`src/sv/bbi2c_pkg.sv`:
```
// Package for the bit-banged I2C cartridge slave: widths, codes, config type.
// No dependencies; the design files and the checker use it by scoped names.
`timescale 1ns / 1ps
`default_nettype none

package bbi2c_pkg;

   localparam int DATA_W = 8;
   localparam int PTR_W  = 16;
   localparam int SIZE_W = 17;
   localparam int CNT_W  = 4;
   localparam int STAT_W = 5;

   localparam int CART_DEPTH_DEFAULT = 65536;

   // request commands
   localparam logic CMD_SERIAL = 1'b0;
   localparam logic CMD_LOAD   = 1'b1;

   // configuration register indexes
   localparam logic CSR_PRESENT = 1'b0;
   localparam logic CSR_SIZE    = 1'b1;

   localparam logic [SIZE_W-1:0] SIZE_RESET = 17'h10000;

   // device address byte decode
   localparam logic [DATA_W-1:0] DEV_RW_MASK = 8'hF1;
   localparam logic [DATA_W-1:0] DEV_WRITE   = 8'hA0;
   localparam logic [DATA_W-1:0] DEV_READ    = 8'hA1;
   localparam logic [3:0]        DEV_FAMILY  = 4'hA;

   // bit-counter codes
   localparam logic [3:0] CNT_START = 4'd15;
   localparam logic [3:0] CNT_ACK   = 4'd7;

   typedef struct packed {
      logic              present;
      logic [SIZE_W-1:0] size;
   } cfg_type;

endpackage

`default_nettype wire

```
`src/sv/bbi2c_engine.sv`:
```
// Bus engine: SCL/SDA sampling, start/stop, bit counting, ack, address capture
// and read streaming. Depends on bbi2c_pkg; store data arrives prefetched.
`timescale 1ns / 1ps
`default_nettype none

module bbi2c_engine (
   input  wire logic                         clock,
   input  wire logic                         reset,
   input  wire logic                         step_en,
   input  wire logic [bbi2c_pkg::DATA_W-1:0] value,
   input  wire bbi2c_pkg::cfg_type           cfg,
   input  wire logic [bbi2c_pkg::DATA_W-1:0] mem_rdata,
   output logic      [bbi2c_pkg::DATA_W-1:0] shift_next,
   output logic      [bbi2c_pkg::PTR_W-1:0]  ptr_next
);

   logic                          scl_ff,    scl_in;
   logic                          sda_ff,    sda_in;
   logic [bbi2c_pkg::DATA_W-1:0]  shift_ff,  shift_in;
   logic [bbi2c_pkg::STAT_W-1:0]  status_ff, status_in;
   logic [bbi2c_pkg::DATA_W-1:0]  dev_ff,    dev_in;
   logic [bbi2c_pkg::PTR_W-1:0]   ptr_ff,    ptr_in;
   logic [bbi2c_pkg::CNT_W-1:0]   bits_ff,   bits_in;
   logic [bbi2c_pkg::DATA_W-1:0]  rshift_ff, rshift_in;

   always_comb begin
      logic                         addr_latched;
      logic                         dev_wr;
      logic                         cart_read;
      logic                         ack_phase;
      logic [bbi2c_pkg::DATA_W-1:0] sh;
      logic [bbi2c_pkg::DATA_W-1:0] rs;
      logic [bbi2c_pkg::CNT_W-1:0]  bt;
      logic [bbi2c_pkg::SIZE_W-1:0] ptr_inc;

      scl_in    = scl_ff;
      sda_in    = sda_ff;
      shift_in  = shift_ff;
      status_in = status_ff;
      dev_in    = dev_ff;
      ptr_in    = ptr_ff;
      bits_in   = bits_ff;
      rshift_in = rshift_ff;

      addr_latched = status_ff[4];
      dev_wr       = (dev_ff & bbi2c_pkg::DEV_RW_MASK) == bbi2c_pkg::DEV_WRITE;
      cart_read    = (dev_ff & bbi2c_pkg::DEV_RW_MASK) == bbi2c_pkg::DEV_READ;
      ack_phase    = status_ff[3:0] == bbi2c_pkg::CNT_ACK;
      sh           = {shift_ff[6:0], sda_ff};
      rs           = rshift_ff;
      bt           = bits_ff;
      ptr_inc      = {1'b0, ptr_ff} + 17'd1;

      if (step_en && value[6]) begin
         if (scl_ff) begin
            // SDA edge with SCL high: falling is start, rising is stop
            if (value[7] != sda_ff) begin
               status_in = value[7] ? '0 : {1'b0, bbi2c_pkg::CNT_START};
            end
         end else begin
            if (ack_phase) begin
               if (cfg.present && (dev_ff[7:4] == bbi2c_pkg::DEV_FAMILY)) begin
                  if (addr_latched) begin
                     if (dev_wr) begin
                        sh[0] = 1'b0;
                     end
                  end else begin
                     sh[0]        = 1'b0;
                     status_in[4] = 1'b1;
                     if (dev_wr) begin
                        ptr_in  = {13'd0, dev_ff[3:1]};
                        bits_in = '0;
                     end
                  end
               end
               status_in[3] = 1'b1;
            end else begin
               if (addr_latched && cart_read) begin
                  // fetch the next byte once the previous one is shifted out
                  if (bt == '0) begin
                     rs     = mem_rdata;
                     ptr_in = (ptr_inc >= cfg.size) ? '0 : ptr_inc[15:0];
                     bt     = 4'd8;
                  end
                  sh[0]     = sh[0] & rs[7];
                  rshift_in = {rs[6:0], 1'b0};
                  bits_in   = bt - 4'd1;
               end
               if (status_ff[2:0] == 3'd0) begin
                  if (addr_latched) begin
                     if (dev_wr) begin
                        ptr_in = {ptr_ff[7:0], sh};
                     end
                  end else begin
                     dev_in = sh;
                  end
               end
               status_in = status_ff - 5'd1;
            end
            shift_in = sh;
         end
      end

      if (step_en) begin
         scl_in = value[6];
         sda_in = value[7];
      end
   end

   always_ff @(posedge clock) begin
      if (reset) begin
         scl_ff    <= 1'b0;
         sda_ff    <= 1'b0;
         shift_ff  <= '0;
         status_ff <= '0;
         dev_ff    <= '0;
         ptr_ff    <= '0;
         bits_ff   <= '0;
         rshift_ff <= '0;
      end else begin
         scl_ff    <= scl_in;
         sda_ff    <= sda_in;
         shift_ff  <= shift_in;
         status_ff <= status_in;
         dev_ff    <= dev_in;
         ptr_ff    <= ptr_in;
         bits_ff   <= bits_in;
         rshift_ff <= rshift_in;
      end
   end

   assign shift_next = shift_in;
   // the store prefetches at the pointer the next cycle will hold
   assign ptr_next   = reset ? '0 : ptr_in;

endmodule

`default_nettype wire

```
`config.mk`:
```
export PLATFORM = sky130hd
export DESIGN_NAME = bbi2c_engine
export DESIGN_NICKNAME = d
export VERILOG_FILES = /design/src/sv/bbi2c_pkg.sv /design/src/sv/bbi2c_engine.sv
export SDC_FILE = /design/constraint.sdc
export NUM_CORES = 1
export LEC_CHECK = 0
export BUFFER_PORTS_ARGS = -buffer_cell sky130_fd_sc_hd__clkbuf_2
export CORE_UTILIZATION = 35
export DETAILED_ROUTE_END_ITERATION = 10
export GPL_TIMING_DRIVEN = 0
export SKIP_LAST_GASP = 1
export SLEW_MARGIN = 0
export SYNTH_ARGS = -nofsm -noshare
export SYNTH_HDL_FRONTEND = slang
export SYNTH_SLANG_ARGS = --single-unit
```
`constraint.sdc`:
```
create_clock -name clock -period 10.09 [get_ports clock]
set_clock_uncertainty 0.1 [all_clocks]
set_input_delay 2.018 -clock clock [delete_from_list [all_inputs] [get_ports clock]]
set_output_delay 2.018 -clock clock [all_outputs]
set_load 0.05 [all_outputs]
```
## After elaboration in Yosys (flattened, before gate mapping)

Cells that the tools add are included.

| word-level totals | value |
|---|---|
| register bits after elaboration | 50 |
| input bits | 37 |

| cells by class | value |
|---|---|
| bitwise logic cells | 4 |
| order comparisons | 1 |
| equality and inequality tests | 11 |
| multiplexer cells | 41 |
| $add $sub $neg | 3 |
| reduce and logical (&&, ||, !) cells | 12 |

Operators by type and width:

| operator | number |
|---|---|
| two-way mux 16 bit | 13 |
| two-way mux 8 bit | 7 |
| two-way mux 4 bit | 11 |
| adder 16 x 1 -> 17 bit (second input constant) | 1 |
| greater-or-equal comparator 17 bit | 1 |
| == test 5 bit (second input constant) | 2 |
| two-way mux 5 bit | 2 |
| two-way mux 1 bit | 6 |
| != test 2 bit (second input constant) | 3 |
| AND reduction 3 bit | 2 |
| AND reduction 6 bit | 1 |
| AND reduction 5 bit | 1 |
| subtractor 5 x 1 -> 5 bit (second input constant) | 1 |
| == test 4 x 3 -> 1 bit (second input constant) | 1 |
| == test 4 bit (second input constant) | 1 |
| logical NOT 4 bit | 1 |
| != test 2 x 1 -> 1 bit (second input constant) | 2 |
| AND reduction 4 bit | 1 |
| subtractor 4 x 1 -> 4 bit (second input constant) | 1 |
| logical AND 1 bit | 3 |
| logical NOT 3 bit | 1 |
| two-way mux 3 bit | 1 |
| != test 3 x 2 -> 1 bit (second input constant) | 1 |
| NOT 1 bit | 3 |
| other kinds (5) | 5 |

## Depth between registers and ports, before layout

Gate-level depths: netlist of the first run.

| logic depth | value |
|---|---|
| depth after elaboration | 15 |
| mapped depth | 13 |
| gate-level depth less buffers | 10 |

## Worst setup path after synthesis of the first run

Ideal clock, no wire load.

| path | value |
|---|---|
| path kind | in2out |
| start point | input cfg[14] in the netlist's numbering |
| end point | output ptr_next[15] in the netlist's numbering |
| buffers on the path | 1 |
| arrival | 4.543 ns |
| required time | 7.972 ns |
| path slack | 3.429 ns |
| stages on the path | 8 |
| cell sequence | inv_1 -> ha_1 -> a211oi_1 -> nor2_1 -> a2111oi_4 -> buf_6 -> o2111ai_1 -> a211oi_1 |

| on the way | value |
|---|---|
| word-level cells in the longest chain between the ends | 11 |

Ends and longest elaborated chain:

| item | RTL line | source |
|---|---|---|
| from (decl) | bbi2c_engine.sv:11 | `input wire bbi2c_pkg::cfg_type cfg,` |
| greater-or-equal comparator 17 bit (*) | bbi2c_engine.sv:82 | `ptr_in = (ptr_inc >= cfg.size) ? '0 : ptr_inc[15:0];` |
| two-way mux 16 bit (*) | bbi2c_engine.sv:82 |  |
| two-way mux 16 bit (*) | bbi2c_engine.sv:80 | `if (bt == '0) begin` |
| two-way mux 16 bit (*) | bbi2c_engine.sv:78 | `if (addr_latched && cart_read) begin` |
| two-way mux 16 bit | bbi2c_engine.sv:91 | `if (dev_wr) begin` |
| two-way mux 16 bit | bbi2c_engine.sv:90 | `if (addr_latched) begin` |
| two-way mux 16 bit (*) | bbi2c_engine.sv:89 | `if (status_ff[2:0] == 3'd0) begin` |
| two-way mux 16 bit (*) | bbi2c_engine.sv:61 | `if (ack_phase) begin` |
| two-way mux 16 bit (*) | bbi2c_engine.sv:55 | `if (scl_ff) begin` |
| two-way mux 16 bit (*) | bbi2c_engine.sv:54 | `if (step_en && value[6]) begin` |
| two-way mux 16 bit (*) | -- |  |
| to (decl) | bbi2c_engine.sv:14 | `output logic [bbi2c_pkg::PTR_W-1:0] ptr_next` |

Mark *: on every way between the ends. The rest lies on a longest branch, timed or not.

## Final worst setup path of the first run

| path | value |
|---|---|
| start point | input cfg[3] in the netlist's numbering |
| end point | output ptr_next[13] in the netlist's numbering |

Same word-level chain as after synthesis.

==> reports/results.tsv, run 1 <==
stage	metric	value	unit
final_layout	n_antenna_cell	0	
sta	finalSetupTns	0	ns
sta	fmax	157	MHz
worst_setup_path	critPathKind	primary input to output port	
clock_network	cts_resized	0	
global_route	gr-total-overflow	0	
place	place_congestion	0.872	
global_route	track_usage	18.0	%
floorplan	core	9200	um^2
clock_network	clk_pin_slew	0.09	ns
global_route	met1_usage	23.2	%
global_route	grt.busiest_layer	met2	
synthesis	netlist_area	3300	um^2
synthesis	synth_area_leaders	dfxtp_1 30%, ha_1 8.3%, a21oi_1 4.8%	
sta	fin_crit_sh	63.1	%
synthesis	synthCells	407	
job	maxCapViolCount	0	
sta	final-hold-violation-count	0	
worst_setup_path	cp.arrival	4.25	ns
global_route	grt_pass1_vias	2943	
synthesis	synth_nets	466	
global_route	antenna_found_initial	0	
clock_network	htree_num_levels	2	
synthesis	ys_seq_elements	50	
sta	rsz0062_at_grt	no	
final_layout	final_net_count	526	
worst_setup_path	cp_max_fo	10	
clock_network	postCtsSetupRepairBufs	0	
status	violations	design-rule violations	
synthesis	synth_top_area_share	30.3	%
drt	ant_nets	0	
final_layout	fillers	962	
floorplan	die_area	9830	um^2
synthesis	syn_area_per_cell	8.12	um^2
clock_network	cts_hold_repair.buffers	0	
status	status	finished, violations left	
synthesis	ys.flop_type	dfxtp_1	
global_route	use_met3	2.74	%
sta	setup_viol	0	
drt	first_iter_violations	215	
global_route	grt_max_degree	17	
worst_setup_path	startpoint_type	primary input	
floorplan	rows	35	
drt	wl_per_cell	15.1	um
worst_setup_path	path_cells	clkbuf_2 > inv_1 > ha_1 > a21o_1 > a21oi_1 > a2111o_1 > clkbuf_1 > nand4_1 > a211oi_1 > clkbuf_2	
worst_setup_path	crit_top_cell	clkbuf_2	
synthesis	ys_types	52	
floorplan	die_w	99.2	um
worst_setup_path	required	7.97	ns
clock_network	clockBufferDepth	2	
drt	drcViolationCount	2	
synthesis	yosys.area.top_type	dfxtp_1	
place	hpwl	6.81	mm
drt	dr.pass1.iters	8	
worst_setup_path	worstSetupEndpointType	output port	
clock_network	clock_latency	0.31	ns
sta	finalMaxSlewViolations	0	
synthesis	ys_async_sr_fraction	0	%
global_route	grt_pass1_wl	14.3	mm
final_layout	layout-drive-gt1-share	16.9	%
sta	max_slew_margin	61.9	%
drt	routed_wl	8.74	mm
clock_network	root_buffer	clkbuf_8	
sta	worst_pin_slew	0.571	ns
power	p_leak	1.71	nW
power	powerDensity	116	nW/um^2
clock_network	cts_tree	done	
floorplan	pin_count	61	
drt	vias	3237	
clock_network	cts_buffers	5	
global_route	met2_usage	31.4	%
synthesis	ys_warn_count	0	
clock_network	numClockSinks	50	
place	numPortBuffers	53	
drt	vias_per_cell	5.59	
floorplan	die_h	99.2	um
hold_path	hp-class	register to register	
worst_setup_path	cp_slowest_cell	clkbuf_1	
synthesis	synth_edf_count	0	
floorplan	start_util	35.9	%
worst_setup_path	cp_num_buf_inv	4	
sta	min_period	6.37	ns
worst_setup_path	cp_slowest_stage_delay	0.41	ns
power	p_total	0.000443	W
synthesis	yosysSeqAreaShare	30.3	%
final_layout	syn2layout_area_growth	15.7	%
worst_setup_path	cp_top_family	compound AO/OA/AOI/OAI gates	
power	peakVddDrop	0.0000524	V
-- final cells by class --
type	count	area, um^2	area share, %
clock buffer	5	68.8	1.80
timing repair buffer	53	265	6.94
tap	111	139	3.63
sequential	50	1000	26.2
buffer	29	133	3.47
multi-input combinational	304	2080	54.4
clock inverter	3	45.0	1.18
inverter	24	90.1	2.36
-- worst min-delay path: cells and delay by family, from the launching register on --
family	cells	cell delay [ns]
flops	1	0.32
simple gates	1	0.06
compound gates	1	0.05
-- placed cells by master, fill, tap and decap left out, drive strengths merged, types with 14 or more instances in the layout --
cell and instances:
clkbuf 75, dfxtp 50, nand2 42, a21oi 32, nor2 28, inv 24, nand4 24, ha 22
a211oi 19, mux2i 16, a221oi 14
-- stage by stage --
stage	setup WS [ns]	std cells	area, um^2	hold slack (ns)	utilization (%)
after detailed placement	3.71	571	3710	0.367	40.3
after CTS	3.70	579	3820	0.383	41.6
final	3.72	579	3820	0.377	41.6
after floorplan	3.43	407	3300	0.345	-
after global placement	3.73	571	3710	0.360	40.3
after global routing	3.51	579	3820	0.417	41.6
-- synthesized netlist by cell type (all sizes together) (3+ instances only) --
library cell / n
dfxtp: 50
nand2: 42
a21oi: 32
nor2: 28
inv: 24
nand4: 24
ha: 22
a211oi: 19
clkbuf: 17
mux2i: 16
a221oi: 14
buf: 12
nand3: 11
xor2: 9
and2: 8
o21ai: 8
xnor2: 7
nor4: 6
a21o: 5
or2: 5
nand2b: 4
nor3: 4
nor4b: 3
o221ai: 3
o22ai: 3
or3: 3
-- final timing paths --
check	depth (start not counted)	slack, ns	endpoint	from
max	10	3.72	ptr_next[13]	cfg[3]
min	2	0.38	rshift_ff[1]	rshift_ff[1]
min reg2reg	2	0.38	rshift_ff[1]	rshift_ff[1]
max reg2reg	11	6.41	ptr_ff[8]	ptr_ff[0]
-- power by group --
group,switching [W],total [W],internal [W]
Combinational,0.0000550,0.0000865,0.0000315
Clock,0.0000715,0.000145,0.0000738
Sequential,0.00000769,0.000211,0.000203
Total,0.000134,0.000443,0.000309
-- registers in the layout (all words and copies together) (netlist names) --
name       count
status_ff      5
rshift_ff      7
bits_ff        4
dev_ff         8
scl_ff         1
shift_ff       8
ptr_ff        16
sda_ff         1
-- logic make-up (layout without fill, tap and decap cells) --
group / Yosys count / after routing / synth area share [%]
adders and majority gates: 22 / 22 / 8.33
buffers and inverters: 53 / 114 / 6.74
DFF: 50 / 50 / 30.3
muxes: 16 / 16 / 4.85
AOI/OAI and AO/OA: 97 / 97 / 20.8
xor gates and xnor gates: 16 / 16 / 4.24
and+or+nand+nor: 153 / 153 / 24.8
-- metal layers --
layer	part of all wire [%]	wire length, um	vias to the layer above
li1	-	-	1615
met1	47	4090	1515
met2	47	4140	94
met3	4.6	404	13
met4	1.3	111	0
met5	0	0	-
Power figures use the tool's default switching activity.
==> inputs of run 2 (changes only) <==
Clock period 10.09 ns to 5.15 ns, I/O delays scaled along.
==> reports/results.tsv, run 2 (synthesis results as in run 1) <==
stage	metric	value	unit
worst_setup_path	cp_slowest_stage_delay	0.37	ns
sta	max_slew_margin	53.7	%
drt	ant_nets	0	
clock_network	cts_tree	done	
place	place_congestion	0.872	
drt	routed_wl	8.78	mm
global_route	gr-total-overflow	0	
clock_network	clk_pin_slew	0.10	ns
sta	min_period	4.93	ns
worst_setup_path	critPathKind	register to output port	
worst_setup_path	cp_max_fo	10	
drt	wl_per_cell	15.2	um
floorplan	die_w	99.2	um
final_layout	layout-drive-gt1-share	19.9	%
clock_network	clock_latency	0.31	ns
sta	finalMaxSlewViolations	0	
worst_setup_path	path_cells	buf_2 > nand3_1 > or2_1 > clkbuf_1 > o31a_1 > or2_1 > ha_1 > o21ai_0 > nor2_1 > a2111oi_4 > buf_6 > o2111ai_1 > a211oi_2 > buf_6	
place	hpwl	6.81	mm
sta	fin_crit_sh	95.8	%
sta	fmax	203	MHz
final_layout	n_antenna_cell	0	
floorplan	die_h	99.2	um
global_route	grt_max_degree	17	
clock_network	cts_buffers	5	
job	maxCapViolCount	0	
worst_setup_path	startpoint_type	register	
worst_setup_path	worst_r2r_path_depth	13	
floorplan	rows	35	
worst_setup_path	cp_slowest_cell	a2111oi_4	
worst_setup_path	cp.arrival	3.80	ns
clock_network	root_buffer	clkbuf_8	
global_route	grt_pass1_vias	2943	
floorplan	pin_count	61	
global_route	grt_pass1_wl	14.3	mm
drt	drcViolationCount	0	
final_layout	reg_top3	ptr_ff: 16 flops, dev_ff: 8 flops, shift_ff: 8 flops	
power	powerDensity	222	nW/um^2
clock_network	clockBufferDepth	2	
final_layout	layout_common_cells	48 x dfxtp_1, 43 x clkbuf_2, 42 x nand2_1	
sta	final-hold-violation-count	0	
sta	setup_viol	0	
final_layout	fillers	950	
final_layout	layout_commonest_cell	dfxtp_1	
sta	rsz0062_at_grt	yes	
clock_network	numClockSinks	50	
final_layout	largest_reg_flops	16	
hold_path	hp-class	register to register	
hold_path	holdPathStages	2	
clock_network	htree_num_levels	2	
final_layout	postLayoutCoreUtil	42.8	%
sta	timing.hold.ws	0.377	ns
drt	vias	3235	
drt	first_iter_violations	165	
global_route	antenna_found_initial	0	
power	peakVddDrop	0.000103	V
sta	worst_pin_slew	0.694	ns
final_layout	final_net_count	526	
power	p_leak	1.73	nW
global_route	track_usage	18.0	%
floorplan	core	9200	um^2
place	numPortBuffers	53	
final_layout	syn2layout_area_growth	19.1	%
drt	dr.pass1.iters	5	
worst_setup_path	worstSetupEndpointType	output port	
clock_network	postCtsSetupRepairBufs	0	
floorplan	die_area	9830	um^2
status	status	finished clean	
drt	vias_per_cell	5.59	
floorplan	start_util	35.9	%
final_layout	top_register	ptr_ff	
power	p_total	0.000875	W
worst_setup_path	required	4.02	ns
run 2: cell types whose count changed in the layout (fill, tap and decap cells not counted), sizes merged:
cell    delta
buf       +11
clkbuf    -11
run 2: area by class of cell:
cell class / count / area, um^2 / area share [%]
repair buffers: 53 / 305 / 7.76
multi-input cells: 304 / 2150 / 54.6
clock inverters: 3 / 45.0 / 1.14
inverters: 24 / 90.1 / 2.29
well taps: 111 / 139 / 3.53
flip-flops and latches: 50 / 1000 / 25.5
plain buffers: 29 / 134 / 3.40
clock buffers: 5 / 68.8 / 1.75
run 2: critical path: cells and delay by family, from the launching register on:
family | cells | cell delay, ns
AO/OA/AOI/OAI | 5 | 1.35
buffers and inverters | 4 | 0.78
AND/OR/NAND/NOR | 4 | 0.76
flip-flops | 1 | 0.32
adder cells (fa/ha/maj) | 1 | 0.28
run 2: worst paths after layout:
path	from	endpoint	slack (ns)
worst min-delay path	rshift_ff[1]	rshift_ff[1]	0.38
worst max register to register	ptr_ff[2]	ptr_ff[15]	1.66
worst min register to register	rshift_ff[1]	rshift_ff[1]	0.38
worst max-delay path	ptr_ff[2]	ptr_next[15]	0.22
run 2: power breakdown:
part / internal (W) / switching [W] / total, W
sequential: 0.000399 / 0.0000153 / 0.000414
combinational: 0.0000671 / 0.000111 / 0.000178
clock: 0.000145 / 0.000138 / 0.000283
run 2: stage by stage:
step                instance area (um^2)  setup slack [ns]  instances  TNS (ns)
CTS                                 3830         0.0000115        579         0
finish                              3940             0.216        579         0
detailed placement                  3710             0.268        571         0
global placement                    3710             0.248        571         0
global route                        3940           -0.0174        579   -0.0201
floorplan                           3300             0.138        407         0
run 2: metal layers:
layer / routed length [um] / up-vias / GRT usage [%] / share of wire, %
li1: - / 1614 / - / -
met1: 4060 / 1509 / 23.2 / 46
met2: 4200 / 99 / 31.4 / 48
met3: 416 / 13 / 2.74 / 4.7
met4: 110 / 0 / 4.98 / 1.3
met5: 0 / - / 0 / 0
run 2: timing repair:
| item | CTS | global route |
|---|---|---|
| hold buffers | 0 | 0 |
| endpoints found under the setup margin | 7 | 16 |
| pin swaps | 0 | 4 |
| resized for setup | 4 | 44 |
